<file path="src/rtl/core/ppss_pkg.sv">
// Shared constants, operation codes and types for the priority slot scheduler.
package ppss_pkg;

    localparam int SLOTS_DEF     = 4;
    localparam int PRIO_BITS_DEF = 3;

    localparam int OP_W   = 2;
    localparam int TIME_W = 32;
    localparam int MOOD_W = 4;
    localparam int DUR_W  = 16;
    localparam int PRIO_W = 3;

    localparam logic [OP_W-1:0] OP_REQUEST = 2'd0;
    localparam logic [OP_W-1:0] OP_TICK    = 2'd1;
    localparam logic [OP_W-1:0] OP_CLEAR   = 2'd2;

    localparam logic [PRIO_W-1:0] FLUSH_RESET = 3'd2;

    typedef struct packed {
        logic is_request;
        logic flush_en;
    } scan_ctrl_t;

endpackage

</file>
<file path="src/rtl/core/ppss_scan.sv">
// Slot scan unit: walks the wait slots one per cycle with a shared priority compare.
module ppss_scan
    import ppss_pkg::*;
#(
    parameter int SLOTS = SLOTS_DEF,
    parameter int PW    = PRIO_BITS_DEF,
    localparam int IW   = (SLOTS > 1) ? $clog2(SLOTS) : 1
)
(
    input  logic          clk,
    input  logic          rst_n,
    input  logic          start,
    input  logic          step,
    input  scan_ctrl_t    ctrl,
    input  logic [PW-1:0] ref_prio,
    input  logic          rd_valid,
    input  logic [PW-1:0] rd_prio,
    output logic [IW-1:0] idx,
    output logic          last,
    output logic          drop,
    output logic          best_upd,
    output logic          free_found,
    output logic [IW-1:0] free_idx,
    output logic [IW-1:0] weak_idx,
    output logic [PW-1:0] weak_prio,
    output logic          best_found,
    output logic [IW-1:0] best_idx,
    output logic [PW-1:0] best_prio
);

    logic [IW-1:0] idx_reg;
    logic          free_found_reg;
    logic [IW-1:0] free_idx_reg;
    logic [IW-1:0] weak_idx_reg;
    logic [PW-1:0] weak_prio_reg;
    logic          best_found_reg;
    logic [IW-1:0] best_idx_reg;
    logic [PW-1:0] best_prio_reg;

    logic live;
    logic take_free;
    logic take_weak;

    always_comb
    begin
        // drop a lower-priority waiting job ahead of a flushing request
        drop      = step && ctrl.flush_en && rd_valid && (rd_prio < ref_prio);
        live      = rd_valid && !drop;
        take_free = step && ctrl.is_request && !free_found_reg && !live;
        take_weak = step && ctrl.is_request && ((idx_reg == '0) || (rd_prio < weak_prio_reg));
        best_upd  = step && !ctrl.is_request && rd_valid
                    && (!best_found_reg || (rd_prio > best_prio_reg));
        last      = (idx_reg == IW'(SLOTS - 1));
    end

    always_ff @(posedge clk or negedge rst_n)
    begin
        if (!rst_n)
        begin
            idx_reg        <= '0;
            free_found_reg <= 1'b0;
            free_idx_reg   <= '0;
            weak_idx_reg   <= '0;
            weak_prio_reg  <= '0;
            best_found_reg <= 1'b0;
            best_idx_reg   <= '0;
            best_prio_reg  <= '0;
        end
        else if (start)
        begin
            idx_reg        <= '0;
            free_found_reg <= 1'b0;
            best_found_reg <= 1'b0;
        end
        else if (step)
        begin
            if (!last)
            begin
                idx_reg <= idx_reg + IW'(1);
            end
            if (take_free)
            begin
                free_found_reg <= 1'b1;
                free_idx_reg   <= idx_reg;
            end
            if (take_weak)
            begin
                weak_idx_reg  <= idx_reg;
                weak_prio_reg <= rd_prio;
            end
            if (best_upd)
            begin
                best_found_reg <= 1'b1;
                best_idx_reg   <= idx_reg;
                best_prio_reg  <= rd_prio;
            end
        end
    end

    assign idx        = idx_reg;
    assign free_found = free_found_reg;
    assign free_idx   = free_idx_reg;
    assign weak_idx   = weak_idx_reg;
    assign weak_prio  = weak_prio_reg;
    assign best_found = best_found_reg;
    assign best_idx   = best_idx_reg;
    assign best_prio  = best_prio_reg;

endmodule

</file>
<file path="src/rtl/core/preemptive_priority_slot_scheduler.sv">
// Top level: preemptive priority scheduler with one running job and a bounded wait queue.
// Request and tick words go through the slot scan, which visits one wait slot per cycle,
// then the finish step, which registers the result; clear and unused ops go straight to finish.
// The finish step waits while the result output is stalled. A new word is taken only once
// the previous one has left the finish step and the block is idle again.
// Reset: no current job, all slots empty, flush level 2, no result pending.
module preemptive_priority_slot_scheduler
    import ppss_pkg::*;
#(
    parameter int SLOTS     = SLOTS_DEF,
    parameter int PRIO_BITS = PRIO_BITS_DEF
)
(
    input  logic              clk,
    input  logic              rst_n,
    // configuration: flush level
    input  logic              cfg_we,
    input  logic [PRIO_W-1:0] cfg_wdata,
    // input words
    input  logic              in_valid,
    output logic              in_stall,
    input  logic [OP_W-1:0]   op,
    input  logic [TIME_W-1:0] now,
    input  logic [MOOD_W-1:0] mood,
    input  logic [DUR_W-1:0]  duration,
    input  logic [PRIO_W-1:0] priority_req,
    input  logic              explicit_flag,
    input  logic              queue_if_blocked,
    // result words
    output logic              out_valid,
    input  logic              out_stall,
    output logic              accepted,
    output logic              cur_valid,
    output logic [MOOD_W-1:0] cur_mood,
    output logic [PRIO_W-1:0] cur_priority,
    output logic              cur_explicit,
    output logic [TIME_W-1:0] cur_start,
    output logic [DUR_W-1:0]  cur_duration
);

    // priorities live in at most the port width
    localparam int PW = (PRIO_BITS < PRIO_W) ? PRIO_BITS : PRIO_W;
    localparam int IW = (SLOTS > 1) ? $clog2(SLOTS) : 1;

    typedef enum logic [1:0] {S_IDLE, S_SCAN, S_FINISH} state_t;

    state_t state_reg;
    state_t state_next;

    logic [PW-1:0] flush_prio_reg;

    // latched input word
    logic [OP_W-1:0]   req_op_reg;
    logic [TIME_W-1:0] req_now_reg;
    logic [MOOD_W-1:0] req_mood_reg;
    logic [DUR_W-1:0]  req_dur_reg;
    logic [PW-1:0]     req_prio_reg;
    logic              req_expl_reg;
    logic              req_queue_reg;

    // running job; end time is kept alongside so the activity test is one subtract
    logic              cur_valid_reg;
    logic [MOOD_W-1:0] cur_mood_reg;
    logic [PW-1:0]     cur_prio_reg;
    logic              cur_expl_reg;
    logic [TIME_W-1:0] cur_start_reg;
    logic [DUR_W-1:0]  cur_dur_reg;
    logic [TIME_W-1:0] cur_end_reg;

    logic              cur_valid_next;
    logic [MOOD_W-1:0] cur_mood_next;
    logic [PW-1:0]     cur_prio_next;
    logic              cur_expl_next;
    logic [TIME_W-1:0] cur_start_next;
    logic [DUR_W-1:0]  cur_dur_next;
    logic [TIME_W-1:0] cur_end_next;

    // wait slots: valid bits in reset flops, payload without reset
    logic [SLOTS-1:0]  slot_valid_reg;
    logic [SLOTS-1:0]  slot_valid_next;
    logic [MOOD_W-1:0] slot_mood_reg [SLOTS];
    logic [PW-1:0]     slot_prio_reg [SLOTS];
    logic              slot_expl_reg [SLOTS];
    logic [DUR_W-1:0]  slot_dur_reg  [SLOTS];

    // payload of the best waiting job, captured during the scan
    logic [MOOD_W-1:0] best_mood_reg;
    logic              best_expl_reg;
    logic [DUR_W-1:0]  best_dur_reg;

    logic              active_reg;
    logic              active_next;
    logic [TIME_W-1:0] age_diff;

    // result register
    logic              out_valid_reg;
    logic              res_acc_reg;
    logic              res_valid_reg;
    logic [MOOD_W-1:0] res_mood_reg;
    logic [PRIO_W-1:0] res_prio_reg;
    logic              res_expl_reg;
    logic [TIME_W-1:0] res_start_reg;
    logic [DUR_W-1:0]  res_dur_reg;

    // scan unit
    scan_ctrl_t        scan_ctrl;
    logic              scan_step;
    logic [IW-1:0]     scan_idx;
    logic              scan_last;
    logic              scan_drop;
    logic              best_upd;
    logic              free_found;
    logic [IW-1:0]     free_idx;
    logic [IW-1:0]     weak_idx;
    logic [PW-1:0]     weak_prio;
    logic              best_found;
    logic [IW-1:0]     best_idx;
    logic [PW-1:0]     best_prio;

    // finish decisions
    logic              in_accept;
    logic              can_out;
    logic              finish_fire;
    logic              preempt;
    logic              acc_next;
    logic              cur_load;
    logic              cur_drop;
    logic              load_from_slot;
    logic              slot_wr;
    logic [IW-1:0]     slot_wr_idx;
    logic              slot_take;
    logic              clear_all;
    logic [MOOD_W-1:0] ld_mood;
    logic [PW-1:0]     ld_prio;
    logic              ld_expl;
    logic [DUR_W-1:0]  ld_dur;

    assign in_accept   = in_valid && !in_stall;
    assign in_stall    = (state_reg != S_IDLE);
    assign can_out     = !out_valid_reg || !out_stall;
    assign finish_fire = (state_reg == S_FINISH) && can_out;
    assign scan_step   = (state_reg == S_SCAN);

    assign scan_ctrl.is_request = (req_op_reg == OP_REQUEST);
    assign scan_ctrl.flush_en   = (req_op_reg == OP_REQUEST) && (req_prio_reg >= flush_prio_reg);

    ppss_scan #(
        .SLOTS (SLOTS),
        .PW    (PW)
    ) u_scan (
        .clk        (clk),
        .rst_n      (rst_n),
        .start      (in_accept),
        .step       (scan_step),
        .ctrl       (scan_ctrl),
        .ref_prio   (req_prio_reg),
        .rd_valid   (slot_valid_reg[scan_idx]),
        .rd_prio    (slot_prio_reg[scan_idx]),
        .idx        (scan_idx),
        .last       (scan_last),
        .drop       (scan_drop),
        .best_upd   (best_upd),
        .free_found (free_found),
        .free_idx   (free_idx),
        .weak_idx   (weak_idx),
        .weak_prio  (weak_prio),
        .best_found (best_found),
        .best_idx   (best_idx),
        .best_prio  (best_prio)
    );

    // the running job stays active while now has not reached its end time
    assign age_diff    = req_now_reg - cur_end_reg;
    assign active_next = cur_valid_reg && age_diff[TIME_W-1];
    assign preempt     = !active_reg || (req_prio_reg >= cur_prio_reg);

    // decide what the finishing step does
    always_comb
    begin
        acc_next       = 1'b0;
        cur_load       = 1'b0;
        cur_drop       = 1'b0;
        load_from_slot = 1'b0;
        slot_wr        = 1'b0;
        slot_wr_idx    = free_idx;
        slot_take      = 1'b0;
        clear_all      = 1'b0;
        case (req_op_reg)
            OP_REQUEST:
            begin
                if (preempt)
                begin
                    cur_load = 1'b1;
                    acc_next = 1'b1;
                end
                else if (req_queue_reg)
                begin
                    if (free_found)
                    begin
                        slot_wr  = 1'b1;
                        acc_next = 1'b1;
                    end
                    else if (req_prio_reg > weak_prio)
                    begin
                        // evict the weakest waiting job
                        slot_wr     = 1'b1;
                        slot_wr_idx = weak_idx;
                        acc_next    = 1'b1;
                    end
                end
            end
            OP_TICK:
            begin
                if (!active_reg)
                begin
                    cur_drop = 1'b1;
                    if (best_found)
                    begin
                        cur_load       = 1'b1;
                        load_from_slot = 1'b1;
                        slot_take      = 1'b1;
                        acc_next       = 1'b1;
                    end
                end
            end
            OP_CLEAR:
            begin
                cur_drop  = 1'b1;
                clear_all = 1'b1;
            end
            default:
            begin
                acc_next = 1'b0;
            end
        endcase

        ld_mood = load_from_slot ? best_mood_reg : req_mood_reg;
        ld_prio = load_from_slot ? best_prio     : req_prio_reg;
        ld_expl = load_from_slot ? best_expl_reg : req_expl_reg;
        ld_dur  = load_from_slot ? best_dur_reg  : req_dur_reg;

        cur_valid_next = cur_load ? 1'b1 : (cur_drop ? 1'b0 : cur_valid_reg);
        cur_mood_next  = cur_load ? ld_mood     : cur_mood_reg;
        cur_prio_next  = cur_load ? ld_prio     : cur_prio_reg;
        cur_expl_next  = cur_load ? ld_expl     : cur_expl_reg;
        cur_start_next = cur_load ? req_now_reg : cur_start_reg;
        cur_dur_next   = cur_load ? ld_dur      : cur_dur_reg;
        cur_end_next   = req_now_reg + TIME_W'(ld_dur);
    end

    always_comb
    begin
        slot_valid_next = slot_valid_reg;
        if (scan_drop)
        begin
            slot_valid_next[scan_idx] = 1'b0;
        end
        if (finish_fire)
        begin
            if (clear_all)
            begin
                slot_valid_next = '0;
            end
            else if (slot_wr)
            begin
                slot_valid_next[slot_wr_idx] = 1'b1;
            end
            else if (slot_take)
            begin
                slot_valid_next[best_idx] = 1'b0;
            end
        end
    end

    always_comb
    begin
        state_next = state_reg;
        case (state_reg)
            S_IDLE:
            begin
                if (in_valid)
                begin
                    // only requests and ticks need the slot scan
                    if ((op == OP_REQUEST) || (op == OP_TICK))
                    begin
                        state_next = S_SCAN;
                    end
                    else
                    begin
                        state_next = S_FINISH;
                    end
                end
            end
            S_SCAN:
            begin
                if (scan_last)
                begin
                    state_next = S_FINISH;
                end
            end
            S_FINISH:
            begin
                if (can_out)
                begin
                    state_next = S_IDLE;
                end
            end
            default:
            begin
                state_next = S_IDLE;
            end
        endcase
    end

    // control state and registered outputs
    always_ff @(posedge clk or negedge rst_n)
    begin
        if (!rst_n)
        begin
            state_reg      <= S_IDLE;
            flush_prio_reg <= FLUSH_RESET[PW-1:0];
            cur_valid_reg  <= 1'b0;
            slot_valid_reg <= '0;
            out_valid_reg  <= 1'b0;
        end
        else
        begin
            state_reg      <= state_next;
            slot_valid_reg <= slot_valid_next;
            if (cfg_we)
            begin
                flush_prio_reg <= cfg_wdata[PW-1:0];
            end
            if (finish_fire)
            begin
                cur_valid_reg <= cur_valid_next;
                out_valid_reg <= 1'b1;
            end
            else if (!out_stall)
            begin
                out_valid_reg <= 1'b0;
            end
        end
    end

    // payload registers
    always_ff @(posedge clk)
    begin
        if (in_accept)
        begin
            req_op_reg    <= op;
            req_now_reg   <= now;
            req_mood_reg  <= mood;
            req_dur_reg   <= duration;
            req_prio_reg  <= priority_req[PW-1:0];
            req_expl_reg  <= explicit_flag;
            req_queue_reg <= queue_if_blocked;
        end
        if (scan_step)
        begin
            active_reg <= active_next;
        end
        if (best_upd)
        begin
            best_mood_reg <= slot_mood_reg[scan_idx];
            best_expl_reg <= slot_expl_reg[scan_idx];
            best_dur_reg  <= slot_dur_reg[scan_idx];
        end
        if (finish_fire)
        begin
            cur_mood_reg  <= cur_mood_next;
            cur_prio_reg  <= cur_prio_next;
            cur_expl_reg  <= cur_expl_next;
            cur_start_reg <= cur_start_next;
            cur_dur_reg   <= cur_dur_next;
            if (cur_load)
            begin
                cur_end_reg <= cur_end_next;
            end
            if (slot_wr)
            begin
                slot_mood_reg[slot_wr_idx] <= req_mood_reg;
                slot_prio_reg[slot_wr_idx] <= req_prio_reg;
                slot_expl_reg[slot_wr_idx] <= req_expl_reg;
                slot_dur_reg[slot_wr_idx]  <= req_dur_reg;
            end
            // show the job state after the step; zero fields when idle
            res_acc_reg   <= acc_next;
            res_valid_reg <= cur_valid_next;
            res_mood_reg  <= cur_valid_next ? cur_mood_next : '0;
            res_prio_reg  <= cur_valid_next ? PRIO_W'(cur_prio_next) : '0;
            res_expl_reg  <= cur_valid_next && cur_expl_next;
            res_start_reg <= cur_valid_next ? cur_start_next : '0;
            res_dur_reg   <= cur_valid_next ? cur_dur_next : '0;
        end
    end

    assign out_valid    = out_valid_reg;
    assign accepted     = res_acc_reg;
    assign cur_valid    = res_valid_reg;
    assign cur_mood     = res_mood_reg;
    assign cur_priority = res_prio_reg;
    assign cur_explicit = res_expl_reg;
    assign cur_start    = res_start_reg;
    assign cur_duration = res_dur_reg;

    // an accepted word always leaves a running job behind
    a_accept_has_job: assert property (@(posedge clk) disable iff (!rst_n)
        (out_valid && accepted) |-> cur_valid)
        else $error("accepted result without a running job");

    // with no running job every job field reads zero
    a_idle_fields_zero: assert property (@(posedge clk) disable iff (!rst_n)
        (out_valid && !cur_valid) |-> ((cur_start == '0) && (cur_duration == '0)
            && (cur_mood == '0) && (cur_priority == '0) && !cur_explicit))
        else $error("job fields not zero while no job is held");

    // clear empties the queue and the running job
    a_clear_empties: assert property (@(posedge clk) disable iff (!rst_n)
        (finish_fire && (req_op_reg == OP_CLEAR)) |=> ((slot_valid_reg == '0) && !cur_valid_reg))
        else $error("clear left a job behind");

    // the scan ends after the last slot
    a_scan_ends: assert property (@(posedge clk) disable iff (!rst_n)
        (scan_step && scan_last) |=> (state_reg == S_FINISH))
        else $error("scan did not hand over to finish");

endmodule
</file>
<file path="config.mk">
export PLATFORM = sky130hd
export DESIGN_NAME = preemptive_priority_slot_scheduler
export DESIGN_NICKNAME = d
export VERILOG_FILES = /design/src/rtl/core/ppss_pkg.sv /design/src/rtl/core/ppss_scan.sv /design/src/rtl/core/preemptive_priority_slot_scheduler.sv
export SDC_FILE = /design/constraint.sdc
export NUM_CORES = 1
export LEC_CHECK = 0
export BUFFER_PORTS_ARGS = -buffer_cell sky130_fd_sc_hd__clkbuf_2
export CORE_UTILIZATION = 54
export CTS_CLUSTER_SIZE = 8
export DETAILED_ROUTE_END_ITERATION = 16
export GPL_ROUTABILITY_DRIVEN = 0
export GPL_TIMING_DRIVEN = 0
export MAX_ROUTING_LAYER = met4
export PLACE_DENSITY = 0.76
export SYNTH_ARGS = -nofsm -noshare
export SYNTH_HDL_FRONTEND = slang
export SYNTH_HIERARCHICAL = 1
export SYNTH_SLANG_ARGS = --single-unit
</file>
<file path="constraint.sdc">
create_clock -name clk -period 4.3 [get_ports clk]
set_input_delay 1.29 -clock clk [delete_from_list [all_inputs] [get_ports clk]]
set_output_delay 1.29 -clock clk [all_outputs]
set_load 0.005 [all_outputs]
</file>
==> results_dict.tcl <==
set metrics [dict create \
    skew_ns 0.0454 \
    power.switching_mw 3.04 \
    timing.fmax_mhz 258 \
    synth-seq-area-share 0.667 \
    rsz0062_at_grt "no" \
    nets 1327 \
    insertion_delay_ns 0.57 \
    holdBufCountCts 0 \
    vias 8900 \
    worstHoldEndpoint "flush_prio_reg[1]" \
    tightest_slew_ns 0.951 \
    fin_crit_ns 3.87 \
    ios 127 \
    worstSetupEndpointType "register" \
    crit_arrival_ns 4.03 \
    p_int_mw 7.52 \
    chipWidth_um 172 \
    ys_warn_count 6 \
    power_mw 10.6 \
    grt_pass1_vias 9036 \
    wl_per_cell_um 19.2 \
    combPwrFrac 0.227 \
    synth_fp_nets 1146 \
    timing.rr.end "best_dur_reg[3]" \
    cts_tree "done" \
    cp.required_ns 4.46 \
    port_buffers 126 \
    clock_path_buffers 3 \
    ys_seq_elements 350 \
    drive_gt1_frac 0.265 \
    hold_class "reg -> reg" \
    vdd_drop_max_uv 430 \
    path_class "reg -> reg" \
    maxSlewViolCount 0 \
    antenna_found_initial 0 \
    status "finished clean" \
    grt_max_degree 71 \
    synth_cells 1010 \
    leakage_nw 6.89 \
    post-route-period-util 0.900 \
    async_reset_ff_frac 0.0771 \
    min_from "flush_prio_reg[1]" \
    p_per_area_mw_per_mm2 581 \
    cts_root_buf "clkbuf_16" \
    reg2reg_from "u_scan/idx[0]" \
    core_area_mm2 0.0281 \
    dp_hpwl_mm 20.4 \
    htree_levels 2 \
    critPathMaxFanout 21 \
    syn_avg_cell_area_um2 15.4 \
    whs_ns 0.524 \
    synth-main-ff-cell "edfxtp_1" \
    whs_path_depth 2 \
    ant_nets 0 \
    ctsResizeCount 1 \
    switching_share 0.288 \
    reg2regPathDepth 7 \
    drt_iter0_drc 565 \
    cts_buffers 49 \
    setup_viol 0 \
    seqPwrFrac 0.444 \
    reg2reg_slack_ns 0.43 \
    synth_edf_count 323 \
    num_rows 61 \
    vias_per_cell 5.60 \
    cts_setup_buffers 0 \
    tns_ns 0 \
    initial_core_util 0.554 \
    grtUsageTotal 0.222 \
    utilization 0.647 \
    drc_errors 0 \
    diodes 0 \
    crit_path_start_kind "register" \
    wl_mm 30.6 \
    area_growth_pct 16.9 \
    grt_pass1_wl_mm 48.2 \
    cts.sinks 350 \
    fp.dieH_um 172 \
    synth_cell_type_count 66 \
    grt.overflow.total 0 \
    synth_area_mm2 0.0156 \
    fill_cells 2039 \
    hold_viol 0 \
    clk_pin_slew_ns 0.05 \
    drv_cap 0 \
    dr.pass1.iters 5 \
    worst_slew_margin_rel 0.364 \
    die_area_mm2 0.0295 \
    pwr-share-clk 0.329 \
]
## synthesized netlist by cell type, types with 3 or more instances
cell | instances | area share
and2_1 | 3 | 0.0012
buf_2 | 13 | 0.0042
nand3_1 | 16 | 0.0051
mux2_2 | 69 | 0.050
ha_1 | 68 | 0.055
nor2_1 | 57 | 0.014
clkbuf_1 | 12 | 0.0029
and4_1 | 6 | 0.0034
mux2i_1 | 15 | 0.0097
nor3_1 | 3 | 0.00096
o211ai_1 | 6 | 0.0029
a21o_1 | 11 | 0.0053
dfrtp_1 | 26 | 0.042
nand2_1 | 36 | 0.0087
and3_1 | 6 | 0.0024
o2111ai_1 | 5 | 0.0028
a21oi_1 | 46 | 0.015
o21ai_0 | 24 | 0.0077
a211o_1 | 4 | 0.0023
edfxtp_1 | 323 | 0.62
mux2_4 | 5 | 0.0048
a41oi_1 | 3 | 0.0017
a21boi_0 | 32 | 0.015
mux4_2 | 25 | 0.036
xor2_1 | 8 | 0.0045
nand4_1 | 4 | 0.0016
xnor2_1 | 21 | 0.012
nor2b_1 | 28 | 0.011
a211oi_1 | 10 | 0.0048
inv_1 | 64 | 0.015
nand2b_1 | 11 | 0.0044
o2bb2ai_1 | 3 | 0.0017
## critical path, cell delays in order (launching register included)
cell and delay (ns):
dfrtp_1 0.47, clkbuf_1 0.55, buf_2 0.48, mux4_2 0.66, ha_1 0.35, and3_1 0.18
o21ai_1 0.16, and3b_2 0.60
## logic make-up (layout without fill, tap and decap cells)
logic type                 count (synthesis)  in the layout  synth area share
DFF                                      350            350             0.667
and+or+nand+nor                          188            188            0.0631
AOI/OAI and AO/OA                        167            167            0.0730
muxes                                    114            114             0.101
buffers and inverters                     93            294            0.0240
adders and majority gates                 69             69            0.0560
xor gates and xnor gates                  29             29            0.0163
## how the worst max path moves through the flow
stage                              from              end  slack (ns)  cells past startpoint
after floorplan               out_stall         accepted        0.02                      4
after CTS                 u_scan/idx[0]  best_dur_reg[3]        0.35                      7
after global routing      req_op_reg[1]  cur_end_reg[20]        0.16                     13
after global placement        out_stall     cur_start[8]       -1.25                      5
final                     u_scan/idx[0]  best_dur_reg[3]        0.43                      7
after detailed placement  u_scan/idx[0]  best_dur_reg[8]        0.03                      7
## cells in the final DEF, fill, tap and decap left out, types with 21 or more instances in the layout
| cell type | n |
|---|---|
| a21boi_0 | 32 |
| a21oi_1 | 46 |
| clkbuf_1 | 30 |
| clkbuf_16 | 49 |
| clkbuf_2 | 126 |
| dfrtp_1 | 26 |
| edfxtp_1 | 323 |
| ha_1 | 68 |
| inv_1 | 63 |
| mux2_2 | 69 |
| mux4_2 | 25 |
| nand2_1 | 36 |
| nor2_1 | 51 |
| nor2b_1 | 28 |
| o21ai_0 | 24 |
| xnor2_1 | 21 |
## power groups by stage
stage / Clock (mW) / Sequential, mW / Combinational, mW
after floorplan: 0 / 4.68 / 1.68
after global placement: 0 / 4.78 / 2.27
after detailed placement: 0 / 4.75 / 2.39
after CTS: 3.52 / 4.69 / 2.42
after global routing: 3.68 / 4.73 / 2.68
final: 3.47 / 4.69 / 2.40
## stage by stage
stage                     setup WS [ns]  instances  instance area (um2)
final                             0.430       1589                18200
after global routing              0.157       1589                18200
after CTS                         0.348       1589                18200
after detailed placement         0.0313       1518                16800
after global placement            -1.25       1514                16700
after floorplan                  0.0232       1010                15600
## metal layers
metal | vias up | part of all wire | GRT usage
met4 | 0 | 0.025 | 0.0693
li1 | 4201 | - | -
met3 | 62 | 0.054 | 0.0336
met5 | - | 0 | -
met2 | 266 | 0.49 | 0.358
met1 | 4371 | 0.43 | 0.293
## layout make-up
class | count | area (um2) | area share
buffer | 29 | 133 | 0.00729
clock inverter | 3 | 80.1 | 0.00440
timing repair buffer | 130 | 726 | 0.0399
tap | 378 | 473 | 0.0260
inverter | 64 | 243 | 0.0133
multi-input combinational | 567 | 4850 | 0.267
clock buffer | 68 | 1310 | 0.0719
sequential | 350 | 10400 | 0.571
Power figures use the tool's default switching activity.
